[config.mk]
export PLATFORM = sky130hd
export DESIGN_NAME = eth_ipv4_l4_header_extractor
export DESIGN_NICKNAME = d
export VERILOG_FILES = /design/src/design/eil4_pkg.sv /design/src/design/eil4_capture.sv /design/src/design/eth_ipv4_l4_header_extractor.sv
export SDC_FILE = /design/constraint.sdc
export NUM_CORES = 1
export LEC_CHECK = 0
export ABC_AREA = 1
export ABC_CLOCK_PERIOD_IN_PS = 7100
export BUFFER_PORTS_ARGS = -buffer_cell sky130_fd_sc_hd__buf_2
export CORE_MARGIN = 1
export CORE_UTILIZATION = 56
export CTS_CLUSTER_SIZE = 20
export DETAILED_ROUTE_END_ITERATION = 12
export PLACE_DENSITY_LB_ADDON = 0.1
export SLEW_MARGIN = 0
export SYNTH_ARGS = -nofsm -noshare
export SYNTH_HDL_FRONTEND = slang
export SYNTH_SLANG_ARGS = --single-unit
[constraint.sdc]
create_clock -name i_clk -period 7.1 [get_ports i_clk]
set_input_delay 0.71 -clock i_clk [delete_from_list [all_inputs] [get_ports i_clk]]
set_output_delay 0.71 -clock i_clk [all_outputs]
set_load 0.01 [all_outputs]
[src/design/eil4_pkg.sv]
// types and constants for the ethernet/ipv4/l4 header extractor
`timescale 1ns / 1ps

package eil4_pkg;

    // one request on the input side
    typedef struct packed {
        logic [7:0] frame_byte;
        logic       last_byte;
    } t_in_item;

    // one request on the output side
    typedef struct packed {
        logic [47:0] dst_mac;
        logic [47:0] src_mac;
        logic [15:0] eth_type;
        logic [7:0]  time_to_live;
        logic [7:0]  ip_protocol;
        logic [31:0] src_ip;
        logic [31:0] dst_ip;
        logic [1:0]  transport_kind;
        logic [15:0] src_port;
        logic [15:0] dst_port;
        logic [15:0] frame_length;
        logic        truncated;
    } t_out_item;

    // transport kind codes
    localparam logic [1:0] KIND_UNKNOWN = 2'd0;
    localparam logic [1:0] KIND_TCP     = 2'd1;
    localparam logic [1:0] KIND_UDP     = 2'd2;

    // ip protocol numbers
    localparam logic [7:0] PROTO_TCP = 8'd6;
    localparam logic [7:0] PROTO_UDP = 8'd17;

    // byte offsets within the frame
    localparam logic [15:0] POS_SRC_MAC = 16'd6;
    localparam logic [15:0] POS_TYPE    = 16'd12;
    localparam logic [15:0] POS_IP_HDR  = 16'd14;
    localparam logic [15:0] POS_TTL     = 16'd22;
    localparam logic [15:0] POS_PROTO   = 16'd23;
    localparam logic [15:0] POS_SRC_IP  = 16'd26;
    localparam logic [15:0] POS_DST_IP  = 16'd30;
    localparam logic [15:0] POS_IP_END  = 16'd34;
    localparam logic [15:0] POS_MAX     = 16'hFFFF;

    // port window base is eth header length plus 4 * ihl, at most 74
    localparam logic [6:0] ETH_HDR_LEN = 7'd14;
    localparam logic [6:0] IP_ADDR_END = 7'd34;
    localparam logic [6:0] PORT_BYTES  = 7'd4;
    localparam logic [3:0] IHL_MASK    = 4'hF;

endpackage

[src/design/eil4_capture.sv]
// per-frame field capture state and result formation
`timescale 1ns / 1ps

module eil4_capture
    import eil4_pkg::*;
(
    input  logic      i_clk,
    input  logic      i_rst_n,
    input  logic      i_step,
    input  t_in_item  i_item,
    output t_out_item o_result
);

    logic [15:0] r_byte_position;
    logic [3:0]  r_header_words;
    logic [47:0] r_dst_mac;
    logic [47:0] r_src_mac;
    logic [15:0] r_type;
    logic [7:0]  r_ttl;
    logic [7:0]  r_protocol;
    logic [31:0] r_src_ip;
    logic [31:0] r_dst_ip;
    logic [15:0] r_src_port;
    logic [15:0] r_dst_port;

    logic [15:0] n_byte_position;
    logic [3:0]  n_header_words;
    logic [47:0] n_dst_mac;
    logic [47:0] n_src_mac;
    logic [15:0] n_type;
    logic [7:0]  n_ttl;
    logic [7:0]  n_protocol;
    logic [31:0] n_src_ip;
    logic [31:0] n_dst_ip;
    logic [15:0] n_src_port;
    logic [15:0] n_dst_port;

    logic [7:0]  b;
    logic [15:0] p;
    logic [3:0]  ihl;
    logic [6:0]  base;
    logic [15:0] port_off;
    logic        in_window;
    logic [6:0]  need;
    logic [1:0]  kind;

    assign b = i_item.frame_byte;
    assign p = r_byte_position;

    // ihl comes from the current byte when it is the first ip header byte
    assign ihl       = (p == POS_IP_HDR) ? (b[3:0] & IHL_MASK) : r_header_words;
    assign base      = ETH_HDR_LEN + {1'b0, ihl, 2'b00};
    assign in_window = (p >= {9'd0, base});
    assign port_off  = p - {9'd0, base};

    // fixed header fields shift in big-endian
    always_comb begin
        n_dst_mac = r_dst_mac;
        n_src_mac = r_src_mac;
        n_type    = r_type;
        n_ttl     = r_ttl;
        n_protocol = r_protocol;
        n_src_ip  = r_src_ip;
        n_dst_ip  = r_dst_ip;
        if (p < POS_SRC_MAC) begin
            n_dst_mac = {r_dst_mac[39:0], b};
        end else if (p < POS_TYPE) begin
            n_src_mac = {r_src_mac[39:0], b};
        end else if (p < POS_IP_HDR) begin
            n_type = {r_type[7:0], b};
        end else if (p == POS_TTL) begin
            n_ttl = b;
        end else if (p == POS_PROTO) begin
            n_protocol = b;
        end else if (p >= POS_SRC_IP && p < POS_DST_IP) begin
            n_src_ip = {r_src_ip[23:0], b};
        end else if (p >= POS_DST_IP && p < POS_IP_END) begin
            n_dst_ip = {r_dst_ip[23:0], b};
        end
    end

    // ihl and port window capture
    always_comb begin
        n_header_words = (p == POS_IP_HDR) ? ihl : r_header_words;
        n_src_port     = r_src_port;
        n_dst_port     = r_dst_port;
        if (in_window && port_off < 16'd2) begin
            n_src_port = {r_src_port[7:0], b};
        end else if (in_window && port_off < 16'd4) begin
            n_dst_port = {r_dst_port[7:0], b};
        end
    end

    // byte counter saturates, and doubles as the frame length
    assign n_byte_position = (p != POS_MAX) ? p + 16'd1 : p;

    // transport kind and minimum length
    always_comb begin
        if (n_protocol == PROTO_TCP) begin
            kind = KIND_TCP;
        end else if (n_protocol == PROTO_UDP) begin
            kind = KIND_UDP;
        end else begin
            kind = KIND_UNKNOWN;
        end
        need = IP_ADDR_END;
        if (kind != KIND_UNKNOWN && (base + PORT_BYTES) > IP_ADDR_END) begin
            need = base + PORT_BYTES;
        end
    end

    // result as seen after this byte
    always_comb begin
        o_result.dst_mac        = n_dst_mac;
        o_result.src_mac        = n_src_mac;
        o_result.eth_type       = n_type;
        o_result.time_to_live   = n_ttl;
        o_result.ip_protocol    = n_protocol;
        o_result.src_ip         = n_src_ip;
        o_result.dst_ip         = n_dst_ip;
        o_result.transport_kind = kind;
        o_result.src_port       = (kind != KIND_UNKNOWN) ? n_src_port : 16'd0;
        o_result.dst_port       = (kind != KIND_UNKNOWN) ? n_dst_port : 16'd0;
        o_result.frame_length   = n_byte_position;
        o_result.truncated      = (n_byte_position < {9'd0, need});
    end

    // state update, cleared after the last byte of a frame
    always_ff @(posedge i_clk) begin
        if (!i_rst_n || (i_step && i_item.last_byte)) begin
            r_byte_position <= '0;
            r_header_words  <= '0;
            r_dst_mac       <= '0;
            r_src_mac       <= '0;
            r_type          <= '0;
            r_ttl           <= '0;
            r_protocol      <= '0;
            r_src_ip        <= '0;
            r_dst_ip        <= '0;
            r_src_port      <= '0;
            r_dst_port      <= '0;
        end else if (i_step) begin
            r_byte_position <= n_byte_position;
            r_header_words  <= n_header_words;
            r_dst_mac       <= n_dst_mac;
            r_src_mac       <= n_src_mac;
            r_type          <= n_type;
            r_ttl           <= n_ttl;
            r_protocol      <= n_protocol;
            r_src_ip        <= n_src_ip;
            r_dst_ip        <= n_dst_ip;
            r_src_port      <= n_src_port;
            r_dst_port      <= n_dst_port;
        end
    end

endmodule

[src/design/eth_ipv4_l4_header_extractor.sv]
// top level of the ethernet/ipv4/l4 header extractor
// a final byte passes the input register, then the result register, before its result is offered
// throughput: one byte per cycle, except while a final byte waits for the result register
// a final byte waits in the input register only while the result register is full and stalled
// reset (synchronous, active low) clears the valid flags of both registers and all frame capture state
`timescale 1ns / 1ps

module eth_ipv4_l4_header_extractor
    import eil4_pkg::*;
(
    input  logic      i_clk,
    input  logic      i_rst_n,
    input  logic      i_in_valid,
    output logic      o_in_stall,
    input  t_in_item  i_in_item,
    output logic      o_out_valid,
    input  logic      i_out_stall,
    output t_out_item o_out_item
);

    logic      r_in_valid;
    t_in_item  r_in_item;
    logic      r_out_valid;
    t_out_item r_out_item;

    logic      out_free;
    logic      step;
    logic      in_acc;
    t_out_item result;

    // a byte advances unless it ends a frame and the result slot is busy
    assign out_free   = !r_out_valid || !i_out_stall;
    assign step       = r_in_valid && (!r_in_item.last_byte || out_free);
    assign o_in_stall = r_in_valid && !step;
    assign in_acc     = i_in_valid && !o_in_stall;

    eil4_capture u_capture (
        .i_clk    (i_clk),
        .i_rst_n  (i_rst_n),
        .i_step   (step),
        .i_item   (r_in_item),
        .o_result (result)
    );

    // input register
    always_ff @(posedge i_clk) begin
        if (!i_rst_n) begin
            r_in_valid <= 1'b0;
        end else if (in_acc) begin
            r_in_valid <= 1'b1;
        end else if (step) begin
            r_in_valid <= 1'b0;
        end
    end

    always_ff @(posedge i_clk) begin
        if (in_acc) begin
            r_in_item <= i_in_item;
        end
    end

    // result register
    always_ff @(posedge i_clk) begin
        if (!i_rst_n) begin
            r_out_valid <= 1'b0;
        end else if (step && r_in_item.last_byte) begin
            r_out_valid <= 1'b1;
        end else if (!i_out_stall) begin
            r_out_valid <= 1'b0;
        end
    end

    always_ff @(posedge i_clk) begin
        if (step && r_in_item.last_byte) begin
            r_out_item <= result;
        end
    end

    assign o_out_valid = r_out_valid;
    assign o_out_item  = r_out_item;

endmodule

==> results of run 1 <==
[routing by layer]
layer	track usage	up-vias	part of all wire
li1	-	8458	-
met1	0.3709	8023	0.46
met2	0.4306	482	0.46
met3	0.04037	77	0.056
met4	0.08096	0	0.024
met5	0	-	0
[power groups by stage]
stage / Clock [µW] / Sequential (µW) / Combinational, µW
floorplan: 0 / 3320 / 426
global placement: 0 / 3310 / 607
detailed placement: 0 / 3310 / 621
CTS: 2740 / 3250 / 626
global route: 2850 / 3260 / 713
finish: 2690 / 3250 / 624
[critical path, stage by stage, from the launching register on]
cell and delay, ns:
dfxtp_1 0.44, nor2_1 0.23, nand2_1 0.09, nor2_1 0.18
nand2_1 0.15, nand2_1 0.11, nand2_1 0.15, ha_1 0.25
nand3_1 0.14, nand2_1 0.10, ha_1 0.36, or2_2 0.33
nand3_1 0.22, nand2_1 0.08, nand2_1 0.06, nand2_1 0.07
nor2_1 0.17, nand2_1 0.13, nor2_2 0.63, nand2_2 0.40
nand2_1 0.20, nand2_1 0.08, and2_1 0.13
[path summary, 6_finish.rpt]
path / from / end
max: u_capture.p[7] / o_out_item[19]
min: i_in_item[7] / r_in_item[7]
max reg2reg: u_capture.p[7] / o_out_item[19]
min reg2reg: u_capture.r_header_words[3] / u_capture.r_header_words[3]
[layout make-up]
type | count | area (µm²) | share of cell area
Timing Repair Buffer | 270 | 1409 | 0.05706
Multi-Input combinational cell | 1429 | 6720 | 0.2722
Inverter | 456 | 1722 | 0.06973
Clock inverter | 15 | 163.9 | 0.006639
Clock buffer | 81 | 1540 | 0.06239
Antenna cell | 1 | 2.502 | 0.0001014
Sequential cell | 498 | 12490 | 0.5060
Tap cell | 511 | 639.4 | 0.02590
[registers in the layout (all words and copies together) (netlist names)]
name,flops
o_out_item,243
u_capture.r_dst_mac,48
u_capture.r_src_mac,48
u_capture.r_dst_ip,32
u_capture.r_src_ip,32
u_capture.p,16
u_capture.r_dst_port,16
u_capture.r_src_port,16
u_capture.r_type,16
r_in_item,9
u_capture.r_protocol,8
u_capture.r_ttl,8
u_capture.r_header_words,4
o_out_valid,1
r_in_valid,1
[per-stage QoR]
step                      hold WS [ns]  worst slack [ns]    util
after global placement          0.4644             2.327  0.6102
after floorplan                 0.4297            0.6158       -
after detailed placement        0.4582             2.203  0.6102
after CTS                       0.2645             2.187  0.6554
after global routing            0.2762             1.748  0.6554
final                           0.2921             2.154  0.6555
[kinds of logic (layout without fill, tap and decap cells)]
| group | Yosys count | in the layout | synth area share |
|---|---|---|---|
| xor+xnor | 14 | 14 | 0.005710 |
| compound gates | 577 | 577 | 0.1351 |
| buf+inv | 589 | 822 | 0.1061 |
| simple gates | 822 | 822 | 0.1617 |
| flops | 498 | 498 | 0.5817 |
| other cells | 0 | 1 | 0 |
| fa+ha+maj | 16 | 16 | 0.009671 |
[placed cells by master (no fill, tap or decap), types with 2 or more instances in the layout]
cell,n
inv_1,454
nand2_1,414
o21ai_0,403
buf_2,257
edfxtp_1,252
dfxtp_1,246
nor2_1,215
a21oi_1,169
nand3_1,105
clkbuf_16,52
and2_1,34
nand4_1,20
clkbuf_1,16
ha_1,15
xor2_1,13
clkbuf_8,13
nor3_1,11
buf_4,11
clkinv_2,6
nor2_4,5
nor2_2,5
nand2_4,4
nand2_2,4
bufinv_16,3
clkinv_1,3
nand3b_1,2
buf_12,2
==> impl_metrics.py, run 1 <==
metrics = {
    "die": {
        "dieArea_mm2": 0.03914,
        "fp.dieW_um": 197.8,
        "dieHeight_um": 197.8,
        "rows": 71,
        "core_area_mm2": 0.03767,
        "start_util": 0.5702,
        "pin_count": 258,
    },
    "clock_tree": {
        "h-tree-depth": 2,
        "cts-buffers-inserted": 51,
        "clock_sinks": 498,
        "clockBufferDepth": 3,
        "cts_root_buffer": "clkbuf_16",
        "cts_resized": 0,
        "postCtsHoldBufs": 0,
        "cts_tree": "yes",
        "path_clk_slew_ns": 0.06,
        "clock_latency_ns": 0.59,
        "postCtsSetupBuffers": 0,
    },
    "place": {
        "dpl_cell_area_mm2": 0.02298,
        "dp_cells": 3164,
        "io_buffers": 257,
        "hpwl_um": 33620,
        "place.gp.congestion": 0.8915,
    },
    "sta": {
        "period_minus_slack_ns": 4.946,
        "setup_viol": 0,
        "hold_viol": 0,
        "slew_viol_final": 0,
        "worst_pin_slew_ns": 1.177,
        "rsz0062_at_grt": "no",
        "skew_ns": 0.01848,
        "relSlewSlack": 0.2150,
        "min_period_over_period": 0.6967,
        "setup_tns_ns": 0,
        "fmax_mhz": 202.2,
    },
    "power_and_ir_drop": {
        "power.leakage_uw": 0.01156,
        "p_sw_frac": 0.2458,
        "vdd_ir_drop_max_mv": 0.2176,
        "p_seq_frac": 0.495,
        "p_comb_frac": 0.095,
        "p_per_area_mw_per_mm2": 266.0,
        "p_clk_frac": 0.410,
        "finalPower_uw": 6568,
        "p_switching_uw": 1614,
        "p_int_uw": 4954,
    },
    "detailed_routing": {
        "wl_per_cell_um": 16.16,
        "avgViaCountPerCell": 5.225,
        "vias": 17040,
        "firstDrtPassIters": 7,
        "routed_wirelength_um": 52690,
        "ant_nets": 0,
        "initialDrtViolationCount": 1378,
        "drc_errors": 0,
    },
    "global_route": {
        "grt_overflow": 0,
        "grt_antenna_before_repair": 1,
        "grt_usage": 0.2667,
        "grt_pass1_wl_um": 81690,
        "grt_pass1_vias": 15440,
        "grt_start_max_net_pins": 139,
    },
    "synth": {
        "synthTopCellsByArea": "edfxtp_1, dfxtp_1, o21ai_0",
        "synth_edf_count": 252,
        "syn_inst": 2516,
        "yosysTopAreaCellShare": 0.3524,
        "async_reset_ff_frac": 0,
        "synth_warnings": 0,
        "yosys.area.top_type": "edfxtp_1",
        "ys_seq_area_frac": 0.5817,
        "yosysMostFrequentCell": "inv_1",
        "synthFlopType": "edfxtp_1",
        "post_synth.cell_area_avg_um2": 8.536,
        "synth_seq_cells": 498,
        "synth_cell_types": 34,
        "syn-num-nets": 2545,
        "synth.top_cells.by_count": "inv_1, nand2_1, o21ai_0, edfxtp_1, dfxtp_1",
        "netlist_area_mm2": 0.02148,
    },
    "min_path": {
        "min_path_type": "primary input to flop",
        "worstHoldPathCells": 1,
    },
    "final_layout": {
        "nFillCells": 3190,
        "drive_gt1_frac": 0.1350,
        "fin_area_mm2": 0.02469,
        "finalNetCount": 2735,
        "area_delta_synth_final_pct": 14.96,
        "stdcell_count": 3261,
    },
    "worst_setup_path": {
        "crit_fanout": 17,
        "cp.required_ns": 7.45,
        "cp-start-kind": "flop",
        "r2r_cells": 22,
        "end_kind": "flop",
        "arrival_ns": 5.29,
        "critPathKind": "flop to flop",
        "r2r_setup_slack_ns": 2.15,
    },
    "status": {
        "status": "finished, final reports clean",
    },
    "run": {
        "maxCapViolCount": 0,
    },
}
Power figures use the tool's default switching activity.
==> run 2: changes to the inputs <==
Settings changed: ABC_AREA 1 to 0, ABC_CLOCK_PERIOD_IN_PS 7100 to 4900.
Clock period 7.1 ns to 4.9 ns, I/O delays scaled along.
==> impl_metrics.py, run 2 <==
metrics = {
    "final_layout": {
        "largest_reg_flops": 243,
        "fin_area_mm2": 0.02398,
        "stdcell_count": 2623,
        "layout_commonest_cell": "nand2_1",
        "layout_common_cells": "nand2_1, buf_2, edfxtp_1",
        "finalNetCount": 2147,
        "drive_gt1_frac": 0.2722,
        "area_delta_synth_final_pct": 16.61,
    },
    "clock_tree": {
        "h-tree-depth": 2,
        "cts-buffers-inserted": 49,
        "cts_tree": "yes",
        "postCtsHoldBufs": 0,
        "path_clk_slew_ns": 0.06,
        "clock_latency_ns": 0.57,
        "cts_root_buffer": "clkbuf_16",
        "clockBufferDepth": 3,
        "clock_sinks": 498,
    },
    "min_path": {
        "min_from": "i_in_item[7]",
        "worstHoldPathCells": 1,
        "min_path_type": "primary input to flop",
        "hold_end": "r_in_item[7]",
    },
    "worst_setup_path": {
        "end_kind": "flop",
        "r2r-end": "o_out_item[18]",
        "cp.required_ns": 5.20,
        "critPathKind": "flop to flop",
        "timing.rr.start": "u_capture.p[10]",
        "cp-start-kind": "flop",
        "cp_slowest_cell": "or4_4",
        "max_stage_delay_ns": 0.59,
        "crit_fanout": 32,
        "r2r_setup_slack_ns": 0.24,
        "arrival_ns": 4.96,
        "r2r_cells": 15,
        "worst_path_most_repeated_cell": "ha_1",
        "crit_chain": "or4_4 -> nor3_4 -> and3_2 -> mux2i_2 -> ha_1 -> ha_1 -> nor2b_1 -> o21a_1 -> or3_1 -> a211oi_2 -> nand3_1 -> nor4_4 -> buf_12 -> mux2i_1 -> nor2_1",
    },
    "place": {
        "dpl_cell_area_mm2": 0.02234,
        "dp_cells": 2529,
        "hpwl_um": 30280,
        "place.gp.congestion": 0.8751,
        "io_buffers": 257,
    },
    "sta": {
        "setup_viol": 0,
        "skew_ns": 0.01729,
        "whs_ns": 0.1044,
        "setup_tns_ns": 0,
        "slew_viol_final": 0,
        "period_minus_slack_ns": 4.656,
        "fmax_mhz": 214.8,
        "relSlewSlack": 0.1698,
        "min_period_over_period": 0.9501,
        "hold_viol": 0,
        "worst_pin_slew_ns": 1.245,
    },
    "global_route": {
        "grt_antenna_before_repair": 4,
        "grt_pass1_wl_um": 76160,
        "grt_usage": 0.2545,
        "grt_pass1_vias": 13860,
        "grt_overflow": 0,
        "grt_start_max_net_pins": 86,
    },
    "synth": {
        "syn_inst": 1901,
        "synthSimpleGateAreaFrac": 0.1357,
        "synthFlopType": "edfxtp_1",
        "synth_warnings": 0,
        "post_synth.cell_area_avg_um2": 10.82,
        "synthTopCellsByArea": "edfxtp_1, dfxtp_1, mux2_2",
        "yosys-mux-area-fraction": 0.1232,
        "synth_edf_count": 252,
        "synth_top_family_by_area": "simple AND/OR/NAND/NOR gates",
        "yosys.area.top_type": "edfxtp_1",
        "synth_cell_types": 58,
        "synth-xor-area-share": 0.01150,
        "netlist_area_mm2": 0.02056,
        "yosysTopAreaCellShare": 0.3680,
        "syn-num-nets": 1929,
        "synth_compound_area_frac": 0.08246,
        "yosysMostFrequentCell": "nand2_1",
        "synthAdderAreaFrac": 0.009493,
        "synth_seq_cells": 498,
        "synth.top_cells.by_count": "nand2_1, edfxtp_1, dfxtp_1, a21oi_1, mux2_2",
        "async_reset_ff_frac": 0,
        "ys_seq_area_frac": 0.6076,
    },
    "power_and_ir_drop": {
        "vdd_ir_drop_max_mv": 0.2793,
        "p_per_area_mw_per_mm2": 352.0,
        "finalPower_uw": 8439,
        "power.leakage_uw": 0.009132,
    },
    "detailed_routing": {
        "initialDrtViolationCount": 1239,
        "firstDrtPassIters": 5,
        "avgViaCountPerCell": 5.584,
        "vias": 14650,
        "drc_errors": 0,
        "routed_wirelength_um": 48560,
        "wl_per_cell_um": 18.51,
        "ant_nets": 0,
    },
    "die": {
        "fp.dieW_um": 193.6,
        "start_util": 0.5739,
        "rows": 69,
        "dieArea_mm2": 0.03749,
        "dieHeight_um": 193.6,
        "pin_count": 258,
        "core_area_mm2": 0.03583,
    },
    "run": {
        "maxCapViolCount": 0,
    },
    "status": {
        "status": "finished, final reports clean",
    },
}
[run 2: where the power goes]
part | internal [µW] | switching, µW
Combinational | 80.5 | 216
Sequential | 4410 | 29.4
Clock | 2170 | 1530
[run 2: worst max-delay path, delay by kind of cell, from the launching register on]
kind            cells  cell delay, ns
buf+inv             1            0.25
compound gates      2            0.44
mux                 2            0.58
flops               1            0.40
fa+ha+maj           2            0.66
simple gates        8            2.05
[run 2: logic make-up (layout without fill, tap and decap cells)]
kind of cell | count (synthesis) | after routing
flip-flops | 498 | 498
adder cells (fa/ha/maj) | 15 | 15
AND/OR/NAND/NOR | 662 | 662
buffers and inverters | 151 | 410
XOR/XNOR | 27 | 27
AO/OA/AOI/OAI | 318 | 318
other | 0 | 2
multiplexers | 230 | 230
[run 2: per-layer routing]
layer  vias to the layer above  routed length, µm  track usage
li1                       7075                  -            -
met1                      7101              22390       0.3641
met2                       389              22680       0.4062
met3                        80               2483      0.03688
met4                         2                991      0.06874
met5                         -                 13            0
[run 2: layout make-up]
class | count | area, µm²
well taps | 461 | 576.8
fillers | 2695 | 11850
inverters | 17 | 67.56
flip-flops and latches | 498 | 12490
multi-input cells | 1252 | 7541
diodes | 2 | 5.005
repair buffers | 301 | 1692
clock inverters | 16 | 130.1
clock buffers | 76 | 1471
[run 2: how the worst max path moves through the flow]
stage                     slack, ns  cells after the start             end             from
after floorplan               -0.04                      5   o_out_item[0]      i_out_stall
after global placement         0.34                     16  o_out_item[21]   u_capture.p[8]
after detailed placement       0.17                     16  o_out_item[18]   u_capture.p[8]
after CTS                      0.14                     16  o_out_item[18]   u_capture.p[8]
after global routing         -0.005                     16  o_out_item[18]  u_capture.p[10]
final                          0.24                     15  o_out_item[18]  u_capture.p[10]
[run 2: repair_timing]
action,in CTS,in global routing
endpoints found under the setup margin,0,21
setup buffers,0,0
gates resized for setup,0,6
[run 2: per-stage QoR]
step	utilization	setup slack, ns
2_1_floorplan	-	-0.03718
3_3_place_gp	0.6236	0.3427
3_5_place_dp	0.6236	0.1732
4_1_cts	0.6683	0.1447
5_1_grt	0.6691	-0.005291
6_report	0.6692	0.2443
==> run 3: changes to the inputs <==
Settings changed: CORE_UTILIZATION 56 to 42.
==> impl_metrics.py, run 3 (synthesis results as in run 2) <==
metrics = {
    "die": {
        "pin_count": 258,
        "dieHeight_um": 223.3,
        "rows": 80,
        "fp.dieW_um": 223.3,
        "dieArea_mm2": 0.04984,
        "core_area_mm2": 0.04805,
        "start_util": 0.4279,
    },
    "sta": {
        "setup_viol": 0,
        "period_minus_slack_ns": 4.665,
        "hold_viol": 0,
        "relSlewSlack": 0.1839,
        "worst_pin_slew_ns": 1.224,
        "slew_viol_final": 0,
        "min_period_over_period": 0.9520,
        "fmax_mhz": 214.4,
        "skew_ns": 0.01420,
        "fin_ws_ns": 0.2353,
    },
    "place": {
        "dpl_cell_area_mm2": 0.02254,
        "io_buffers": 257,
        "post-place-ws_ns": 0.1819,
        "place.gp.congestion": 0.8166,
        "hpwl_um": 32440,
    },
    "status": {
        "status": "finished, final reports clean",
    },
    "min_path": {
        "min_path_type": "primary input to flop",
        "worstHoldPathCells": 1,
    },
    "power_and_ir_drop": {
        "vdd_ir_drop_max_mv": 0.2775,
        "p_clk_frac": 0.456,
        "p_sw_frac": 0.2190,
        "p_seq_frac": 0.509,
        "p_switching_uw": 1911,
        "p_per_area_mw_per_mm2": 358.6,
        "power.leakage_uw": 0.009219,
        "p_comb_frac": 0.035,
        "p_int_uw": 6813,
    },
    "clock_tree": {
        "clock_sinks": 498,
        "postCtsHoldBufs": 0,
        "h-tree-depth": 2,
        "clock_latency_ns": 0.59,
        "cts_tree": "yes",
        "cts_root_buffer": "clkbuf_16",
        "cts-buffers-inserted": 53,
        "path_clk_slew_ns": 0.07,
        "clockBufferDepth": 3,
    },
    "detailed_routing": {
        "avgViaCountPerCell": 5.189,
        "wl_per_cell_um": 18.77,
        "vias": 14460,
        "routed_wirelength_um": 52310,
        "ant_nets": 0,
        "initialDrtViolationCount": 1036,
        "drc_errors": 0,
        "firstDrtPassIters": 6,
    },
    "final_layout": {
        "largest_reg_flops": 243,
        "fin_area_mm2": 0.02433,
        "finalNetCount": 2155,
        "finish.utilization": 0.5064,
        "layout_commonest_cell": "nand2_1",
        "layout_common_cells": "nand2_1, buf_2, edfxtp_1",
        "area_delta_synth_final_pct": 18.33,
        "nFillCells": 4325,
        "drive_gt1_frac": 0.2787,
    },
    "worst_setup_path": {
        "arrival_ns": 4.99,
        "end_kind": "flop",
        "cp-start-kind": "flop",
        "cp.required_ns": 5.23,
        "critPathKind": "flop to flop",
        "crit_fanout": 16,
        "r2r_cells": 15,
    },
    "global_route": {
        "grt_pass1_wl_um": 79330,
        "grt_antenna_before_repair": 3,
        "grt_usage": 0.2037,
        "grt_overflow": 0,
        "grt_pass1_vias": 13680,
        "grt_start_max_net_pins": 83,
    },
    "run": {
        "maxCapViolCount": 0,
    },
}
-- run 3: cell types whose count changed in the layout (fill, tap and decap cells not counted), moves of 2 or more --
cell / before / now
clkbuf_16: 52 / 55
clkbuf_1: 16 / 9
bufinv_16: 2 / 4
clkinv_2: 10 / 16
clkinvlp_4: 1 / 3
clkinv_1: 4 / 7
clkbuf_8: 8 / 6
buf_4: 38 / 42
-- run 3: critical path, stage by stage, from the launching register on --
cell      delay, ns
dfxtp_1        0.40
or4_4          0.60
nor3_4         0.17
and3_2         0.28
mux2i_2        0.30
ha_1           0.31
ha_1           0.34
nor2b_1        0.16
o21a_1         0.19
or3_1          0.32
a211oi_2       0.30
nand3_2        0.17
nor4_4         0.37
buf_12         0.22
mux2i_1        0.20
nor2_1         0.05
-- run 3: repair_timing --
action,4_1_cts,5_1_grt
setup buffers,0,1
setup endpoints to repair,0,22
resized for setup,0,7
-- run 3: through the flow --
| stage | hold WS (ns) | TNS [ns] | total power, µW | instances |
|---|---|---|---|---|
| global route | 0.04584 | -0.01223 | 9021 | 2787 |
| finish | 0.07391 | 0 | 8724 | 2787 |
| floorplan | 0.4284 | -9.035 | 4710 | 1901 |
| detailed placement | 0.4422 | 0 | 4843 | 2685 |
| CTS | 0.03216 | 0 | 8833 | 2784 |
| global placement | 0.4351 | 0 | 4841 | 2685 |
-- run 3: routing by layer --
metal  GRT usage  vias up  routed length [µm]
met5           0        -                  11
met3     0.03885       65                2368
met4     0.04883        2                 812
met1      0.2917     6979               25010
met2      0.3180      324               24100
li1            -     7092                   -
-- run 3: worst paths after layout --
kind	end	from	slack [ns]
worst min-delay path	r_in_item[8]	i_in_item[8]	0.07
worst max-delay path	o_out_item[32]	u_capture.p[10]	0.24
worst max register to register	o_out_item[32]	u_capture.p[10]	0.24
worst min register to register	u_capture.r_src_mac[46]	u_capture.r_src_mac[46]	0.45
-- run 3: area by class of cell --
class / count / area (µm²) / area share
sequential: 498 / 12490 / 0.5134
tap: 615 / 769.5 / 0.03163
antenna: 1 / 2.502 / 0.0001028
inverter: 17 / 67.56 / 0.002777
timing repair buffer: 305 / 1727 / 0.07097
multi-input combinational: 1252 / 7542 / 0.3100
clock buffer: 69 / 1468 / 0.06032
clock inverter: 30 / 262.8 / 0.01080
-- run 3: power groups by stage --
stage | registers [µW] | clock network [µW] | logic [µW]
floorplan | 4550 | 0 | 159
global placement | 4530 | 0 | 307
detailed placement | 4530 | 0 | 309
CTS | 4440 | 4080 | 310
global route | 4450 | 4240 | 329
finish | 4440 | 3980 | 304
